## src/jbp_pkg.sv

```systemverilog
// Shared types and constants for the JPEG bit packer.
`timescale 1ns / 1ps

package jbp_pkg;

  localparam int unsigned AccW      = 16;
  localparam int unsigned ByteW     = 8;
  localparam int unsigned MaxCodeW  = 16;
  localparam logic [7:0]  StuffMark = 8'hFF;
  localparam logic [7:0]  StuffByte = 8'h00;

  typedef enum logic [1:0] {
    ACT_PUT   = 2'd0,
    ACT_ALIGN = 2'd1,
    ACT_RAW   = 2'd2
  } jbp_action_e;

  typedef struct packed {
    logic [1:0]  action;
    logic [15:0] code_bits;
    logic [4:0]  code_length;
    logic [7:0]  raw_byte;
  } jbp_in_t;

  typedef struct packed {
    logic [7:0] out_byte;
    logic       last;
  } jbp_out_t;

  // One queued job: one or two bytes, stuffed unless raw.
  typedef struct packed {
    logic [7:0] byte0;
    logic [7:0] byte1;
    logic       two;
    logic       raw;
  } jbp_job_t;

endpackage

```

## src/jbp_stream_if.sv

```systemverilog
// Valid/ready stream interface with a typed payload.
`timescale 1ns / 1ps

interface jbp_stream_if #(
  parameter type T = logic
) ();
  logic valid;
  logic ready;
  T     payload;

  modport source (output valid, output payload, input ready);
  modport sink   (input valid, input payload, output ready);
endinterface

```

## src/jbp_front.sv

```systemverilog
// Front end: accepts items, packs code bits and queues byte jobs.
`timescale 1ns / 1ps

module jbp_front (
  input  logic              clk_i,
  input  logic              rst_ni,
  input  logic              in_valid_i,
  input  jbp_pkg::jbp_in_t  in_data_i,
  output logic              in_ready_o,
  input  logic              q_full_i,
  output logic              push_o,
  output jbp_pkg::jbp_job_t job_o
);

  logic [15:0] acc_q, acc_d;
  logic [3:0]  held_q, held_d;

  logic        accept;
  logic [4:0]  len_c;
  logic [16:0] code_mask;
  logic [4:0]  pad_len;
  logic [16:0] pad_mask;
  logic [4:0]  p_len;
  logic [15:0] p_bits;
  logic [4:0]  total;
  logic [5:0]  shamt;
  logic [31:0] wide;
  logic        fill;
  logic [15:0] put_acc;
  logic        job_valid;

  assign in_ready_o = !q_full_i;
  assign accept     = in_valid_i && in_ready_o;

  always_comb begin
    len_c     = (in_data_i.code_length > 5'(jbp_pkg::MaxCodeW)) ?
                5'(jbp_pkg::MaxCodeW) : in_data_i.code_length;
    code_mask = (17'd1 << len_c) - 17'd1;
    pad_len   = 5'(jbp_pkg::ByteW) - {2'b00, held_q[2:0]};
    pad_mask  = (17'd1 << pad_len) - 17'd1;

    if (in_data_i.action == jbp_pkg::ACT_PUT) begin
      p_len  = len_c;
      p_bits = in_data_i.code_bits & code_mask[15:0];
    end else begin
      // pad with ones up to the next byte boundary, none when aligned
      p_len  = (held_q[2:0] != 3'd0) ? pad_len : 5'd0;
      p_bits = (held_q[2:0] != 3'd0) ? pad_mask[15:0] : 16'h0000;
    end

    total   = {1'b0, held_q} + p_len;
    shamt   = 6'd32 - {1'b0, total};
    wide    = {acc_q, 16'h0000} | ({16'h0000, p_bits} << shamt);
    fill    = total[4];
    put_acc = fill ? wide[15:0] : wide[31:16];

    acc_d     = acc_q;
    held_d    = held_q;
    job_valid = 1'b0;
    job_o     = '{byte0: wide[31:24], byte1: wide[23:16], two: 1'b1, raw: 1'b0};

    case (in_data_i.action)
      jbp_pkg::ACT_PUT: begin
        if (in_data_i.code_length != 5'd0) begin
          acc_d     = put_acc;
          held_d    = total[3:0];
          job_valid = fill;
        end
      end
      jbp_pkg::ACT_ALIGN: begin
        acc_d     = put_acc;
        held_d    = total[3:0];
        job_valid = fill;
        // one whole byte left after padding: flush it and empty
        if (!fill && total[3:0] == 4'(jbp_pkg::ByteW)) begin
          job_o.byte0 = put_acc[15:8];
          job_o.two   = 1'b0;
          job_valid   = 1'b1;
          acc_d       = '0;
          held_d      = '0;
        end
      end
      jbp_pkg::ACT_RAW: begin
        job_o.byte0 = in_data_i.raw_byte;
        job_o.two   = 1'b0;
        job_o.raw   = 1'b1;
        job_valid   = 1'b1;
      end
      default: begin
      end
    endcase
  end

  assign push_o = accept && job_valid;

  always_ff @(posedge clk_i or negedge rst_ni) begin
    if (!rst_ni) begin
      acc_q  <= '0;
      held_q <= '0;
    end else if (accept) begin
      acc_q  <= acc_d;
      held_q <= held_d;
    end
  end

endmodule

```

## src/jbp_job_fifo.sv

```systemverilog
// Small flop-based queue of byte jobs between front and back.
`timescale 1ns / 1ps

module jbp_job_fifo #(
  parameter int unsigned Depth = 4
) (
  input  logic              clk_i,
  input  logic              rst_ni,
  input  logic              push_i,
  input  jbp_pkg::jbp_job_t job_i,
  output logic              full_o,
  input  logic              pop_i,
  output logic              valid_o,
  output jbp_pkg::jbp_job_t job_o
);

  localparam int unsigned PtrW = (Depth > 1) ? $clog2(Depth) : 1;
  localparam int unsigned CntW = $clog2(Depth + 1);

  jbp_pkg::jbp_job_t mem_q [Depth];
  logic [PtrW-1:0] wr_q, wr_d, rd_q, rd_d;
  logic [CntW-1:0] cnt_q, cnt_d;
  logic            do_push, do_pop;

  assign full_o  = (cnt_q == CntW'(Depth));
  assign valid_o = (cnt_q != '0);
  assign job_o   = mem_q[rd_q];
  assign do_push = push_i && !full_o;
  assign do_pop  = pop_i && valid_o;

  always_comb begin
    wr_d  = wr_q;
    rd_d  = rd_q;
    cnt_d = cnt_q;
    if (do_push) begin
      wr_d = (wr_q == PtrW'(Depth - 1)) ? '0 : wr_q + 1'b1;
    end
    if (do_pop) begin
      rd_d = (rd_q == PtrW'(Depth - 1)) ? '0 : rd_q + 1'b1;
    end
    if (do_push && !do_pop) begin
      cnt_d = cnt_q + 1'b1;
    end else if (do_pop && !do_push) begin
      cnt_d = cnt_q - 1'b1;
    end
  end

  always_ff @(posedge clk_i or negedge rst_ni) begin
    if (!rst_ni) begin
      wr_q  <= '0;
      rd_q  <= '0;
      cnt_q <= '0;
    end else begin
      wr_q  <= wr_d;
      rd_q  <= rd_d;
      cnt_q <= cnt_d;
    end
  end

  always_ff @(posedge clk_i) begin
    if (do_push) begin
      mem_q[wr_q] <= job_i;
    end
  end

endmodule

```

## src/jbp_back.sv

```systemverilog
// Back end: serializes queued jobs into bytes, inserting stuff bytes.
`timescale 1ns / 1ps

module jbp_back (
  input  logic              clk_i,
  input  logic              rst_ni,
  input  logic              job_valid_i,
  input  jbp_pkg::jbp_job_t job_i,
  output logic              pop_o,
  output logic              out_valid_o,
  output jbp_pkg::jbp_out_t out_data_o,
  input  logic              out_ready_i
);

  logic              idx_q, idx_d;
  logic              stuff_q, stuff_d;
  logic              ovalid_q, ovalid_d;
  jbp_pkg::jbp_out_t out_q, out_d;

  logic       load;
  logic [7:0] cur;
  logic       final_byte;
  logic       need_stuff;

  assign load       = (!ovalid_q || out_ready_i) && job_valid_i;
  assign cur        = idx_q ? job_i.byte1 : job_i.byte0;
  assign final_byte = (idx_q == job_i.two);
  assign need_stuff = !job_i.raw && (cur == jbp_pkg::StuffMark);

  always_comb begin
    idx_d    = idx_q;
    stuff_d  = stuff_q;
    out_d    = out_q;
    pop_o    = 1'b0;
    ovalid_d = ovalid_q;
    if (load) begin
      ovalid_d = 1'b1;
      if (stuff_q) begin
        out_d   = '{out_byte: jbp_pkg::StuffByte, last: final_byte};
        stuff_d = 1'b0;
        pop_o   = final_byte;
        idx_d   = final_byte ? 1'b0 : 1'b1;
      end else begin
        out_d = '{out_byte: cur, last: final_byte && !need_stuff};
        if (need_stuff) begin
          stuff_d = 1'b1;
        end else begin
          pop_o = final_byte;
          idx_d = final_byte ? 1'b0 : 1'b1;
        end
      end
    end else if (out_ready_i) begin
      ovalid_d = 1'b0;
    end
  end

  assign out_valid_o = ovalid_q;
  assign out_data_o  = out_q;

  always_ff @(posedge clk_i or negedge rst_ni) begin
    if (!rst_ni) begin
      idx_q    <= 1'b0;
      stuff_q  <= 1'b0;
      ovalid_q <= 1'b0;
    end else begin
      idx_q    <= idx_d;
      stuff_q  <= stuff_d;
      ovalid_q <= ovalid_d;
    end
  end

  always_ff @(posedge clk_i) begin
    out_q <= out_d;
  end

endmodule

```

## src/jpeg_bit_packer_with_stuffing_top.sv

```systemverilog
// Top level of the JPEG entropy bit packer with 0xFF/0x00 stuffing.
`timescale 1ns / 1ps

// The packer takes one input beat per cycle as long as its four-entry job
// queue has room; a beat is classified and packed into the 16-bit
// accumulator in the cycle it is accepted. The output side emits one byte
// per cycle while the receiver is ready, from a registered output stage. An
// item causes one to four output bytes (two data bytes, each possibly
// followed by a 0x00 stuff byte), and none for items that only fill the
// accumulator. Sustained throughput is therefore set by the byte
// serializer. The first byte of an item passes through the job queue and
// the registered output stage before it is offered on the output.

module jpeg_bit_packer_with_stuffing_top #(
  parameter int unsigned QueueDepth = 4
) (
  input  logic         clk_i,
  input  logic         rst_ni,
  jbp_stream_if.sink   in_i,
  jbp_stream_if.source out_o
);

  logic              q_full;
  logic              push;
  logic              pop;
  logic              q_valid;
  jbp_pkg::jbp_job_t push_job;
  jbp_pkg::jbp_job_t head_job;

  jbp_front u_front (
    .clk_i      (clk_i),
    .rst_ni     (rst_ni),
    .in_valid_i (in_i.valid),
    .in_data_i  (in_i.payload),
    .in_ready_o (in_i.ready),
    .q_full_i   (q_full),
    .push_o     (push),
    .job_o      (push_job)
  );

  jbp_job_fifo #(
    .Depth (QueueDepth)
  ) u_fifo (
    .clk_i   (clk_i),
    .rst_ni  (rst_ni),
    .push_i  (push),
    .job_i   (push_job),
    .full_o  (q_full),
    .pop_i   (pop),
    .valid_o (q_valid),
    .job_o   (head_job)
  );

  jbp_back u_back (
    .clk_i       (clk_i),
    .rst_ni      (rst_ni),
    .job_valid_i (q_valid),
    .job_i       (head_job),
    .pop_o       (pop),
    .out_valid_o (out_o.valid),
    .out_data_o  (out_o.payload),
    .out_ready_i (out_o.ready)
  );

endmodule

```

## src/flat_wrapper.sv

```systemverilog
// flat-port wrapper written by rule: the top's interface ports become plain ports
module jpeg_bit_packer_with_stuffing_top_flat import jbp_pkg::*;
#(
  parameter int unsigned QueueDepth = 4
)
  (clk_i, rst_ni, in_i_valid, in_i_payload, in_i_ready, out_o_valid, out_o_payload, out_o_ready);
  jbp_stream_if #(.T(jbp_in_t)) in_i_i ();
  jbp_stream_if #(.T(jbp_out_t)) out_o_i ();
  input  logic clk_i;
  input  logic rst_ni;
  input wire logic [$bits(in_i_i.valid)-1:0] in_i_valid;
  input wire logic [$bits(in_i_i.payload)-1:0] in_i_payload;
  output wire logic [$bits(in_i_i.ready)-1:0] in_i_ready;
  output wire logic [$bits(out_o_i.valid)-1:0] out_o_valid;
  output wire logic [$bits(out_o_i.payload)-1:0] out_o_payload;
  input wire logic [$bits(out_o_i.ready)-1:0] out_o_ready;
  assign in_i_i.valid = in_i_valid;
  assign in_i_i.payload = in_i_payload;
  assign in_i_ready = in_i_i.ready;
  assign out_o_valid = out_o_i.valid;
  assign out_o_payload = out_o_i.payload;
  assign out_o_i.ready = out_o_ready;
  jpeg_bit_packer_with_stuffing_top #(.QueueDepth(QueueDepth)) u_core (.clk_i(clk_i), .rst_ni(rst_ni), .in_i(in_i_i), .out_o(out_o_i));
endmodule
```

## config.mk

```make
export PLATFORM = sky130hd
export DESIGN_NAME = jpeg_bit_packer_with_stuffing_top_flat
export DESIGN_NICKNAME = d
export VERILOG_FILES = /design/src/jbp_pkg.sv /design/src/jbp_stream_if.sv /design/src/jbp_front.sv /design/src/jbp_job_fifo.sv /design/src/jbp_back.sv /design/src/jpeg_bit_packer_with_stuffing_top.sv /design/src/flat_wrapper.sv
export SDC_FILE = /design/constraint.sdc
export NUM_CORES = 1
export LEC_CHECK = 0
export BUFFER_PORTS_ARGS = -buffer_cell sky130_fd_sc_hd__clkbuf_2
export CAP_MARGIN = 20
export CORE_ASPECT_RATIO = 0.5
export CORE_MARGIN = 2
export CORE_UTILIZATION = 50
export CTS_CLUSTER_DIAMETER = 120
export DETAILED_ROUTE_END_ITERATION = 8
export HOLD_SLACK_MARGIN = 0.12
export PLACE_DENSITY = 0.68
export SLEW_MARGIN = 20
export SYNTH_ARGS = -nofsm -noshare
export SYNTH_HDL_FRONTEND = slang
export SYNTH_SLANG_ARGS = --single-unit
```

## constraint.sdc

```tcl
create_clock -name clk_i -period 5 [get_ports clk_i]
set_input_delay 0.75 -clock clk_i [delete_from_list [all_inputs] [get_ports clk_i]]
set_output_delay 0.75 -clock clk_i [all_outputs]
set_load 0.05 [all_outputs]
```

Yosys cells after proc, flatten, opt, wreduce, memory -nomap -nowiden
Memories as Yosys holds them, arrays and structs flattened.
Index checks and enable logic that the tools add are counted.
- bits in registers: 39
- RAM bits: 72
- input bits: 35
- output and inout port bits: 11
- memories: 1
- add/sub/neg operators: 9
- magnitude comparators: 1
- eq/ne operators: 10
- shift-type cells: 3
- multiplexer cells: 38
- bitwise operators: 2
- reductions and logical operators: 27
- memory list (name ; words ; bits a word ; rd ports ; clocked after Yosys merged registers in ; wr ports ; RTL line ; RTL):
    u_core.u_fifo.mem_q ; 4 ; 18 ; 1 ; 0 ; 1 ; jbp_job_fifo.sv:20 ; jbp_pkg::jbp_job_t mem_q [Depth];
- operator list (kind ; count):
    $mux W16 ; 5
    $or A32 B32 Y32 ; 1
    $pmux W16 S2 ; 1
    $shl A1 B5 Y16 const A ; 2
    $shl A16 B6 Y32 ; 1
    $sub A16 B1 Y16 const B ; 2
    $mux W1 ; 17
    $and A16 B16 Y16 ; 1
    $mux W8 ; 2
    $pmux W8 S2 ; 1
    $mux W5 ; 3
    $logic_and A1 B1 Y1 ; 10
    $eq A8 B8 Y1 const B ; 1
    $mux W4 ; 2
    $pmux W4 S2 ; 1
    $logic_not A1 Y1 ; 7
    $eq A2 B2 Y1 const B ; 3
    $mux W3 ; 2
    $reduce_bool A2 Y1 ; 3
    $reduce_bool A3 Y1 ; 2
    $sub A6 B5 Y6 const A ; 1
    $add A4 B5 Y5 ; 1
    $gt A5 B5 Y1 const B ; 1
    $reduce_bool A5 Y1 ; 1
    other kinds (17) ; 19

Logic depth before layout (Yosys ltp)
Gate-level depths: netlist of the first run.
- word-level depth: 14
- mapped depth: 22

By module
From an unflattened synthesis of the first run, not the netlist that was laid out.
- cells, all modules: 714
- area total of the unflattened synthesis: 7450.9 sq um
- modules (own cells, without submodules) (module ; times used ; cells each ; area each (sq um) ; sequential area each (sq um)):
    jbp_front ; 1 ; 527 ; 3764.9 ; 500.5
    jbp_job_fifo ; 1 ; 131 ; 3049.2 ; 2337.2
    jbp_back ; 1 ; 56 ; 636.9 ; 345.3

Least setup slack after synthesis of the first run
No wires, ideal clock.
- path kind: input -> register
- start point: in in_i_payload[29]
- end point: reg u_core.u_fifo.cnt_q[2]
- data arrival time: 4.978 ns
- required time: 4.921 ns
- slack: -0.058 ns
- stages: 22
- path buffers: 4
- path through: inv_1 > ha_1 > clkbuf_1 > buf_1 > nand3_1 > o31ai_1 > ha_1 > clkbuf_1 > clkinv_1 > clkbuf_1 > ha_1 > nand2_1 > nor3_1 > o22a_1 > nor2_1 > nor3_1 > ha_1 > inv_1 > fa_1 > xor2_1 > nor2_1 > xor2_1
- cells in the longest elaborated chain, start to end: 12
- ends and longest elaborated chain (item ; RTL line ; RTL):
    start: declaration ; flat_wrapper.sv:12 ; input wire logic [$bits(in_i_i.payload)-1:0] in_i_payload;
    $logic_not A2 Y1 ; jbp_front.sv:42, jbp_front.sv:62 ;
    $mux W5 ; jbp_front.sv:42 ; if (in_data_i.action == jbp_pkg::ACT_PUT) begin
    $add A4 B5 Y5 ; jbp_front.sv:51 ; total = {1'b0, held_q} + p_len;
    $eq A4 B4 Y1 or $logic_not A1 Y1 (tied branches) ; jbp_front.sv:75 ; if (!fill && total[3:0] == 4'(jbp_pkg::ByteW)) begin
    $logic_and A1 B1 Y1 ; jbp_front.sv:75 ;
    $mux W1 ; jbp_front.sv:75 ;
    $pmux W1 S3 (*) ; jbp_front.sv:62 ; case (in_data_i.action)
    $logic_and A1 B1 Y1 (*) ; jbp_front.sv:94 ; assign push_o = accept && job_valid;
    $logic_and A1 B1 Y1 (*) ; jbp_job_fifo.sv:28 ; assign do_push = push_i && !full_o;
    named net u_core.u_fifo.do_push ; jbp_job_fifo.sv:23 ; logic do_push, do_pop;
    $logic_not A1 Y1 ; jbp_job_fifo.sv:43 ; end else if (do_pop && !do_push) begin
    $logic_and A1 B1 Y1 ; jbp_job_fifo.sv:43 ;
    $reduce_bool A2 Y1 (no line) ; - ;
    end signal: assignment ; jbp_job_fifo.sv:56 ; cnt_q <= cnt_d;
    end: declaration ; jbp_job_fifo.sv:22 ; logic [CntW-1:0] cnt_q, cnt_d;
Mark *: on every way through the listed nets, which the timed path passes. The rest lies on a longest branch.
A chain may end at the register's enable or synchronous reset.

==> results of run 1 <==
==> state kept, by name, summed over array words and instances (netlist names) <==
| register | count |
|---|---|
| u_core.u_back.out_valid_o | 1 |
| u_core.u_fifo.rd_q | 2 |
| u_core.u_fifo.mem_q | 72 |
| u_core.u_front.acc_q | 16 |
| u_core.u_back.idx_q | 1 |
| u_core.u_fifo.wr_q | 2 |
| u_core.u_fifo.cnt_q | 3 |
| u_core.u_back.stuff_q | 1 |
| u_core.u_front.held_q | 4 |
| u_core.u_back.out_data_o | 9 |
==> cell usage after synthesis (8+ instances only) <==
cell                       count  area (µm²)
sky130_fd_sc_hd__o21ai_0      27         135
sky130_fd_sc_hd__a31oi_1      11        68.8
sky130_fd_sc_hd__nand2_1      49         184
sky130_fd_sc_hd__nor3_1       33         165
sky130_fd_sc_hd__dfrtp_1      30         751
sky130_fd_sc_hd__a21oi_1      32         160
sky130_fd_sc_hd__inv_1        23        86.3
sky130_fd_sc_hd__o31ai_1       9        67.6
sky130_fd_sc_hd__xnor2_1      10        87.6
sky130_fd_sc_hd__a22oi_1      10        75.1
sky130_fd_sc_hd__a21o_1       10        75.1
sky130_fd_sc_hd__clkbuf_1     21        78.8
sky130_fd_sc_hd__nand2b_1     10        62.6
sky130_fd_sc_hd__o31a_1        8        70.1
sky130_fd_sc_hd__o21ai_1      11        55.1
sky130_fd_sc_hd__mux2i_1      10         100
sky130_fd_sc_hd__nor2_1       50         188
sky130_fd_sc_hd__buf_2        17        85.1
sky130_fd_sc_hd__ha_1         23         288
sky130_fd_sc_hd__and2_1       15        93.8
sky130_fd_sc_hd__mux4_2       19         428
sky130_fd_sc_hd__nand3_1      21         105
sky130_fd_sc_hd__edfxtp_1     81        2430
==> stage by stage <==
step                      setup WS [ns]  hold slack (ns)  cells
final                             0.276            0.501    961
after floorplan                   0.101            0.454    711
after CTS                         0.308            0.500    961
after global routing            -0.0486            0.514    961
after global placement            0.347            0.476    945
after detailed placement          0.282            0.485    945
==> timing repair <==
item	in CTS	in global routing
hold endpoints to repair	0	0
gates resized for setup	0	2
setup endpoints to repair	0	12
==> final cells by class <==
type / instances / share of cell area
inverters: 25 / 0.0113
clock buffers: 10 / 0.0275
repair buffers: 85 / 0.0631
well taps: 198 / 0.0297
flip-flops and latches: 111 / 0.382
multi-input cells: 526 / 0.479
clock inverters: 6 / 0.00766
==> critical path, stage by stage (launching register included) <==
cell and delay (ns):
sky130_fd_sc_hd__dfrtp_1 0.52, sky130_fd_sc_hd__inv_1 0.17, sky130_fd_sc_hd__ha_1 0.23, sky130_fd_sc_hd__ha_1 0.25, sky130_fd_sc_hd__o31ai_1 0.26, sky130_fd_sc_hd__ha_1 0.21
sky130_fd_sc_hd__inv_1 0.06, sky130_fd_sc_hd__fa_1 0.49, sky130_fd_sc_hd__ha_1 0.33, sky130_fd_sc_hd__buf_4 0.27, sky130_fd_sc_hd__nor3_1 0.10, sky130_fd_sc_hd__a211oi_1 0.42
sky130_fd_sc_hd__a211oi_1 0.10, sky130_fd_sc_hd__a21oi_1 0.24, sky130_fd_sc_hd__a21oi_1 0.16, sky130_fd_sc_hd__o31ai_1 0.61
==> final timing paths <==
path	from	end	slack, ns
min reg2reg	u_core.u_fifo.cnt_q[2]	u_core.u_fifo.cnt_q[2]	0.50
min in group clk_i	u_core.u_fifo.cnt_q[2]	u_core.u_fifo.cnt_q[2]	0.50
max in group asynchronous	rst_ni	u_core.u_front.acc_q[13]	3.96
max	u_core.u_front.held_q[0]	u_core.u_fifo.mem_q[3][11]	0.28
max reg2reg	u_core.u_front.held_q[0]	u_core.u_fifo.mem_q[3][11]	0.28
min	rst_ni	u_core.u_front.acc_q[0]	0.50
==> routing by layer <==
layer  part of all wire  wire length (µm)  track usage  up-vias
met5                  0                 0            0        -
met2               0.45              9020        0.390      252
met1               0.47              9390        0.383     2871
li1                   -                 -            -     2861
met3              0.061              1230       0.0412       24
met4              0.017               331       0.0592        0
==> cell families (layout without fill, tap and decap cells) <==
logic type / count (synthesis) / after routing / synth area share
DFF: 111 / 111 / 0.426
adders and majority gates: 25 / 25 / 0.0438
AOI/OAI and AO/OA: 221 / 221 / 0.227
muxes: 36 / 36 / 0.0811
xor gates and xnor gates: 16 / 16 / 0.0207
and+or+nand+nor: 228 / 228 / 0.157
buffers and inverters: 74 / 126 / 0.0450
==> cell usage in the layout, fill, tap and decap left out, types with 6 or more instances in the layout <==
cell type and n:
sky130_fd_sc_hd__nor3_1 32, sky130_fd_sc_hd__ha_1 23, sky130_fd_sc_hd__nand2b_1 10, sky130_fd_sc_hd__nand2_1 49, sky130_fd_sc_hd__o31ai_1 9, sky130_fd_sc_hd__a31oi_1 11
sky130_fd_sc_hd__a21oi_1 32, sky130_fd_sc_hd__edfxtp_1 81, sky130_fd_sc_hd__and3_1 6, sky130_fd_sc_hd__dfrtp_1 30, sky130_fd_sc_hd__buf_4 40, sky130_fd_sc_hd__clkbuf_16 9
sky130_fd_sc_hd__mux4_2 19, sky130_fd_sc_hd__xnor2_1 9, sky130_fd_sc_hd__nand3_1 21, sky130_fd_sc_hd__a211oi_1 7, sky130_fd_sc_hd__o31a_1 8, sky130_fd_sc_hd__o211ai_1 6
sky130_fd_sc_hd__or3_1 7, sky130_fd_sc_hd__o21ai_0 27, sky130_fd_sc_hd__mux2_2 7, sky130_fd_sc_hd__clkbuf_2 45, sky130_fd_sc_hd__mux2i_1 10, sky130_fd_sc_hd__o21ai_1 11
sky130_fd_sc_hd__a221oi_1 6, sky130_fd_sc_hd__nor2_1 50, sky130_fd_sc_hd__and2_1 15, sky130_fd_sc_hd__a21o_1 10, sky130_fd_sc_hd__a22oi_1 10, sky130_fd_sc_hd__inv_1 23
==> out/summary.md, run 1 <==
* completed — result of the run
* 8330 µm² — Final Cell Area
* 3 — CTS HTree Levels
* 0.945 — post-route fraction of the period consumed by the critical path
* 0.426 — sequential fraction of the synthesis area
* yes — unrepaired setup endpoints after global routing
* 177 µm — horizontal die dimension
* 0 — total number of yosys warnings
* 0 ns — Setup TNS
* 2 — maximum buffer depth of the clock tree
* 0 — final global-route overflow total
* 10.5 µm² — average footprint of a synthesized cell
* 5,695 — via count of the first global-routing pass
* 4.77 ns — data arrival time of the critical path
* 5 — detailed-router iteration count before antenna repair
* 14,500 µm² — standard cell core area
* 0 — diode insertion count for antenna repair
* 0.323 — worst slew slack as a fraction of its limit
* 4.72 ns — shortest clock period the worst path allows after layout
* 0 — max-cap violations
* 0.35 ns — insertion delay to the later sink of the worst-skew pair
* 9 — TritonCTS Buffers
* 0 — initial antenna violation count
* input port to asynchronous set/reset pin — hold crit path type
* 45 — IO buf count
* 20.8 µm — drt wl/cell
* sky130_fd_sc_hd__edfxtp_1 — main flop type after synthesis
* 7480 µm² — Synth Cell Area
* 3180 µm² — sequential cell area
* 22 — largest fanout on the critical path
* 771 — Post-Synthesis Net Count
* 0 — Post-CTS Hold Fix Bufs
* 111 — post-synthesis register bit count
* register to register — CP Class
* 578 — count of routing violations after the opening detailed-route iteration
* 16,000 µm² — Die ar.
* 6.25 — ratio of routed vias to standard cells
* 15 — cell count of the worst reg-to-reg path
* 0 — DRC Markers
* 818 — net count of the finished layout
* 46 — top-level I/O count
* 0.212 GHz — f_max
* 0 — final hold violations
* 0.219 — fraction of layout instances using a drive strength above 1
* 0 — Final Max Tran Viols
* 81 — number of enable-type register cells in the synthesized netlist
* 20.0 mm — wire length after detailed routing
* register — endpoint class of the critical path
* 90.5 µm — die boundary height
* 8020 µm² — Placed Area
* 1,250 — final-layout fill cell count
* 11.4% — synthesis-to-layout area growth
* 0.514 — Initial Utilization
* built — TritonCTS clock tree
* 31.9 mm — global-route wire length before repair
* 0.256 — all-layer global routing usage
* 0.270 — fraction of registers with async set or reset after synthesis
* 1.01 ns — measured slew at the worst slew-check pin
* 3990 µm² — Multi-input gate area
* 31 — pin count of the biggest net entering global routing
* 111 — number of sinks driven by the clock tree
* register — startpoint types
* 0.967 — final weighted congestion of routability-driven global placement
* sky130_fd_sc_hd__clkbuf_16 — Clock Tree Root
* 14.9 mm — estimated wirelength of the detail-placed design
* 0.07 ns — clock transition at the registers of the reported paths
* 0.573 — core utilization of the finished layout
* 5.05 ns — Worst Path Required
* 0.00762 ns — clock skew after layout
* 0 — buffers inserted during post-CTS setup optimization
* 6,008 — vias post-DR
* 31 — row cnt
* 711 — number of cells produced by synthesis
* 0 — remaining number of nets flagged by the antenna check after routing
* 93 — number of distinct library cells after synthesis
* 0 — number of failing setup endpoints in the final timing report
Power of run 1 is left out: the tool's default activity adds up to more than one toggle a clock period on the data nets, which glitch-free logic cannot reach.
==> run 2, diff against run 1 <==
CORE_MARGIN = unset   (was 2)
CORE_UTILIZATION = 35   (was 50)
PLACE_DENSITY = unset   (was 0.68)
==> run 2 against run 1 <==
Net effect: hold slack worse by 0.013 ns; via count increased by 1.4%; clock-buffer cell count up 2; clock skew about the same; critical path depth increased by 1.
==> out/summary.md, run 2 (same netlist as run 1, synthesis figures left out) <==
* 0.389 — worst slew slack as a fraction of its limit
* register — startpoint types
* 576 — count of routing violations after the opening detailed-route iteration
* 3190 µm² — sequential cell area
* 0 — post-CTS resize count
* 0 — buffers inserted during post-CTS setup optimization
* 0 — DRC Markers
* sky130_fd_sc_hd__edfxtp_1 (81), sky130_fd_sc_hd__nor2_1 (50), sky130_fd_sc_hd__nand2_1 (49) — commonest non-fill, non-tap cells in the layout
* sky130_fd_sc_hd__a2111oi_1 — master of the slowest instance on the critical path
* 0.35 ns — insertion delay to the later sink of the worst-skew pair
* 12 — largest fanout on the critical path
* 0 — final hold violations
* built — TritonCTS clock tree
* 0 — max-cap violations
* 22,000 µm² — Die ar.
* 105 µm — die boundary height
* 0 — diode insertion count for antenna repair
* 37 — row cnt
* 46 — top-level I/O count
* 20.0 µm — drt wl/cell
* 0.00799 ns — clock skew after layout
* 0.917 ns — measured slew at the worst slew-check pin
* sky130_fd_sc_hd__clkbuf_16 — Clock Tree Root
* sky130_fd_sc_hd__edfxtp_1 — most common cell after layout, fill and taps aside
* 5.06 ns — Worst Path Required
* 4.63 ns — data arrival time of the critical path
* 0.914 — post-route fraction of the period consumed by the critical path
* 0.07 ns — clock transition at the registers of the reported paths
* inv_1 -> ha_1 -> ha_1 -> o31ai_1 -> ha_1 -> inv_1 -> fa_1 -> ha_1 -> clkinvlp_4 -> o21ai_0 -> or3_1 -> nand3_1 -> nand2_1 -> a2bb2oi_1 -> a2111oi_1 -> o21ai_1 — worst-path cell chain
* 0 — remaining number of nets flagged by the antenna check after routing
* completed — result of the run
* 816 — net count of the finished layout
* 5.89 — ratio of routed vias to standard cells
* 72 — flip-flop count of the largest register after layout
* 0.431 ns — worst-case setup margin in the final layout
* 0.184 ns — Worst Setup Slack post-DPL
* input port to asynchronous set/reset pin — hold crit path type
* 3 — CP Buf/Inv Count
* 20,700 µm² — standard cell core area
* 111 — number of sinks driven by the clock tree
* 0.222 — fraction of layout instances using a drive strength above 1
* sky130_fd_sc_hd__ha_1 — cell type with the highest occurrence count on the critical path
* 2,020 — final-layout fill cell count
* 20.7 mm — wire length after detailed routing
* 0.488 ns — worst hold slack after final layout
* 0.194 — all-layer global routing usage
* 33.2 mm — global-route wire length before repair
* 0 — Final Max Tran Viols
* 0 — final global-route overflow total
* 15.5 mm — estimated wirelength of the detail-placed design
* 6,094 — vias post-DR
* 0.361 — Initial Utilization
* 9 — TritonCTS Buffers
* 0.61 ns — longest individual stage delay on the worst path
* 12.6% — synthesis-to-layout area growth
* 2 — maximum buffer depth of the clock tree
* 3990 µm² — Multi-input gate area
* no — unrepaired setup endpoints after global routing
* 209 µm — horizontal die dimension
* register to register — CP Class
* 0.926 — final weighted congestion of routability-driven global placement
* 45 — IO buf count
* 0 ns — Setup TNS
* 3 — CTS HTree Levels
* 0 — initial antenna violation count
* 0 — Post-CTS Hold Fix Bufs
* 31 — pin count of the biggest net entering global routing
* adder cells — kind of cell adding the most delay to the critical path
* u_core.u_fifo.mem_q — Reg with most FFs
* 4.57 ns — shortest clock period the worst path allows after layout
* register — endpoint class of the critical path
* 8100 µm² — Placed Area
* 8420 µm² — Final Cell Area
* 0.219 GHz — f_max
* 5,867 — via count of the first global-routing pass
* 5 — detailed-router iteration count before antenna repair
* 0 — number of failing setup endpoints in the final timing report
## run 2: layout make-up
| type | count | share of cell area |
|---|---|---|
| Tap cell | 273 | 0.0405 |
| Timing Repair Buffer | 83 | 0.0606 |
| Multi-Input combinational cell | 526 | 0.474 |
| Inverter | 25 | 0.0116 |
| Clock buffer | 12 | 0.0293 |
| Sequential cell | 111 | 0.378 |
| Clock inverter | 4 | 0.00624 |
## run 2: metrics by stage
stage | util | cells
6_report | 0.406 | 1034
5_1_grt | 0.406 | 1034
3_5_place_dp | 0.391 | 1018
4_1_cts | 0.405 | 1034
3_3_place_gp | 0.391 | 1018
2_1_floorplan | - | 711
## run 2: final timing paths
| path | end | slack, ns | startpoint | depth (start not counted) |
|---|---|---|---|---|
| max | u_core.u_fifo.mem_q[3][15] | 0.43 | u_core.u_front.held_q[1] | 16 |
| min | u_core.u_front.acc_q[5] | 0.49 | rst_ni | 1 |
| max reg2reg | u_core.u_fifo.mem_q[3][15] | 0.43 | u_core.u_front.held_q[1] | 16 |
| min in group clk_i | u_core.u_front.acc_q[12] | 0.50 | u_core.u_front.acc_q[12] | 2 |
| min reg2reg | u_core.u_front.acc_q[12] | 0.50 | u_core.u_front.acc_q[12] | 2 |
| max in group asynchronous | u_core.u_front.held_q[0] | 3.92 | rst_ni | 1 |
## run 2: metal layers
layer | vias to the layer above | global-route usage | wire length (µm)
li1 | 2855 | - | -
met1 | 2955 | 0.269 | 9680
met2 | 245 | 0.300 | 9110
met3 | 39 | 0.0364 | 1330
met4 | 0 | 0.0709 | 539
met5 | - | 0 | 0
## run 2: worst reg2reg max path, stage by stage, from the launching register on
cell and delay (ns):
sky130_fd_sc_hd__dfrtp_2 0.46, sky130_fd_sc_hd__inv_1 0.15, sky130_fd_sc_hd__ha_1 0.21, sky130_fd_sc_hd__ha_1 0.24, sky130_fd_sc_hd__o31ai_1 0.31, sky130_fd_sc_hd__ha_1 0.22
sky130_fd_sc_hd__inv_1 0.05, sky130_fd_sc_hd__fa_1 0.49, sky130_fd_sc_hd__ha_1 0.34, sky130_fd_sc_hd__clkinvlp_4 0.20, sky130_fd_sc_hd__o21ai_0 0.10, sky130_fd_sc_hd__or3_1 0.33
sky130_fd_sc_hd__nand3_1 0.13, sky130_fd_sc_hd__nand2_1 0.07, sky130_fd_sc_hd__a2bb2oi_1 0.18, sky130_fd_sc_hd__a2111oi_1 0.61, sky130_fd_sc_hd__o21ai_1 0.19
Power of run 2 is left out for the same reason.
==> run 3, diff against run 2 <==
clock period = 3.85 ns   (was 5 ns; I/O delays follow)
==> run 3 against run 2 <==
Net effect: the run now ends with negative setup slack left; first-iteration DRC count down 9.2%; utilization up 8.2 points; cell area up 20%; register-to-register slack worse by 0.44 ns.
==> out/summary.md, run 3 (same netlist as run 1, synthesis figures left out) <==
* finished, violations left — result of the run
* negative setup slack — failing checks
* 7 — detailed-router iteration count before antenna repair
* 0.940 — final weighted congestion of routability-driven global placement
* 0.488 — core utilization of the finished layout
* 4 — number of failing setup endpoints in the final timing report
* 0.361 — Initial Utilization
* 45 — IO buf count
* 6,552 — via count of the first global-routing pass
* 1,897 — final-layout fill cell count
* -0.371 ns — Worst Setup Slack post-DPL
* 72 — flip-flop count of the largest register after layout
* 0 — Final Max Tran Viols
* 3.86 ns — shortest clock period the worst path allows after layout
* 1.00 — post-route fraction of the period consumed by the critical path
* 16.9 mm — estimated wirelength of the detail-placed design
* 3.93 ns — Worst Path Required
* 3.94 ns — data arrival time of the critical path
* 15 — cell count of the worst reg-to-reg path
* 37 — row cnt
* 3 — CTS HTree Levels
* 0 — remaining number of nets flagged by the antenna check after routing
* 35.4 mm — global-route wire length before repair
* 22,000 µm² — Die ar.
* 0.407 — worst slew slack as a fraction of its limit
* 46 — top-level I/O count
* 0 — Post-CTS Hold Fix Bufs
* sky130_fd_sc_hd__buf_4 — most common cell after layout, fill and taps aside
* 209 µm — horizontal die dimension
* -0.0209 ns — Setup TNS
* 0 — final global-route overflow total
* 0.890 ns — measured slew at the worst slew-check pin
* 0.259 GHz — f_max
* u_core.u_fifo.mem_q — Reg with most FFs
* 111 — number of sinks driven by the clock tree
* 4 — largest fanout on the critical path
* 955 — net count of the finished layout
* 0 — DRC Markers
* 22.7 mm — wire length after detailed routing
* 2 — maximum buffer depth of the clock tree
* 0 — initial antenna violation count
* 0.0110 ns — clock skew after layout
* register — startpoint types
* 0.07 ns — clock transition at the registers of the reported paths
* 0 — final hold violations
* 35.4% — synthesis-to-layout area growth
* -0.008 ns — reg-to-reg slack, setup
* 0 — max-cap violations
* 5.67 — ratio of routed vias to standard cells
* 3180 µm² — sequential cell area
* u_core.u_fifo.mem_q[2][10] — critical register-to-register path endpoint
* sky130_fd_sc_hd__clkbuf_16 — Clock Tree Root
* yes — unrepaired setup endpoints after global routing
* 0.35 ns — insertion delay to the later sink of the worst-skew pair
* 0.206 — all-layer global routing usage
* 20,700 µm² — standard cell core area
* 4550 µm² — Multi-input gate area
* register — endpoint class of the critical path
* 19.3 µm — drt wl/cell
* 0.430 — fraction of layout instances using a drive strength above 1
* 523 — count of routing violations after the opening detailed-route iteration
* 105 µm — die boundary height
* u_core.u_front.held_q[1] — reg-to-reg critical path startpoint
* built — TritonCTS clock tree
* register to register — CP Class
* sky130_fd_sc_hd__buf_4 (167), sky130_fd_sc_hd__edfxtp_1 (81), sky130_fd_sc_hd__nand2_1 (48) — commonest non-fill, non-tap cells in the layout
* 31 — pin count of the biggest net entering global routing
* 6,655 — vias post-DR
* 9 — TritonCTS Buffers
* input port to asynchronous set/reset pin — hold crit path type
* -0.00764 ns — worst-case setup margin in the final layout
* 0 — diode insertion count for antenna repair
-- run 3: routing by layer --
metal / wire length [µm] / track usage / vias up
li1: - / - / 3137
met1: 10500 / 0.283 / 3307
met2: 11000 / 0.351 / 182
met3: 892 / 0.0221 / 29
met4: 295 / 0.0436 / 0
met5: 0 / 0 / -
-- run 3: how the worst max path moves through the flow --
stage / slack, ns / startpoint / to
2_1_floorplan: -0.25 / in_i_payload[30] / u_core.u_fifo.cnt_q[2]
3_3_place_gp: -0.44 / in_i_payload[30] / u_core.u_fifo.mem_q[0][15]
3_5_place_dp: -0.37 / in_i_payload[30] / u_core.u_fifo.mem_q[0][14]
4_1_cts: 0.01 / u_core.u_front.held_q[0] / u_core.u_fifo.mem_q[0][15]
5_1_grt: -0.09 / u_core.u_front.held_q[1] / u_core.u_fifo.mem_q[3][10]
6_report: -0.008 / u_core.u_front.held_q[1] / u_core.u_fifo.mem_q[2][10]
-- run 3: critical path: stages, from the launching register on --
cell and delay, ns:
sky130_fd_sc_hd__dfrtp_1 0.38, sky130_fd_sc_hd__inv_2 0.07, sky130_fd_sc_hd__ha_4 0.17, sky130_fd_sc_hd__ha_4 0.17, sky130_fd_sc_hd__o31ai_4 0.23, sky130_fd_sc_hd__ha_2 0.21
sky130_fd_sc_hd__inv_2 0.04, sky130_fd_sc_hd__fa_2 0.57, sky130_fd_sc_hd__ha_4 0.23, sky130_fd_sc_hd__buf_6 0.12, sky130_fd_sc_hd__a311o_1 0.35, sky130_fd_sc_hd__buf_4 0.15
sky130_fd_sc_hd__o311a_1 0.11, sky130_fd_sc_hd__o32a_1 0.42, sky130_fd_sc_hd__a22oi_2 0.24, sky130_fd_sc_hd__a31oi_4 0.13
-- run 3: area by class of cell --
cell class              count  area share
clock buffers              11      0.0240
clock inverters             5     0.00383
inverters                  25      0.0116
multi-input cells         526       0.449
flip-flops and latches    111       0.314
well taps                 273      0.0337
repair buffers            222       0.163
-- run 3: metrics by stage --
step / hold WS [ns] / instance area (µm²) / std cells
3_3_place_gp: 0.472 / 9260 / 1145
2_1_floorplan: 0.282 / 7640 / 711
3_5_place_dp: 0.480 / 9260 / 1145
5_1_grt: 0.400 / 10100 / 1173
6_report: 0.329 / 10100 / 1173
4_1_cts: 0.375 / 9670 / 1164
-- run 3: repair_timing --
| item | in CTS | in global routing |
|---|---|---|
| endpoints found under the setup margin | 68 | 77 |
| pin swaps | 13 | 38 |
| gates resized for setup | 26 | 73 |
| buffers inserted | 3 | 11 |
Power of run 3 is left out for the same reason.
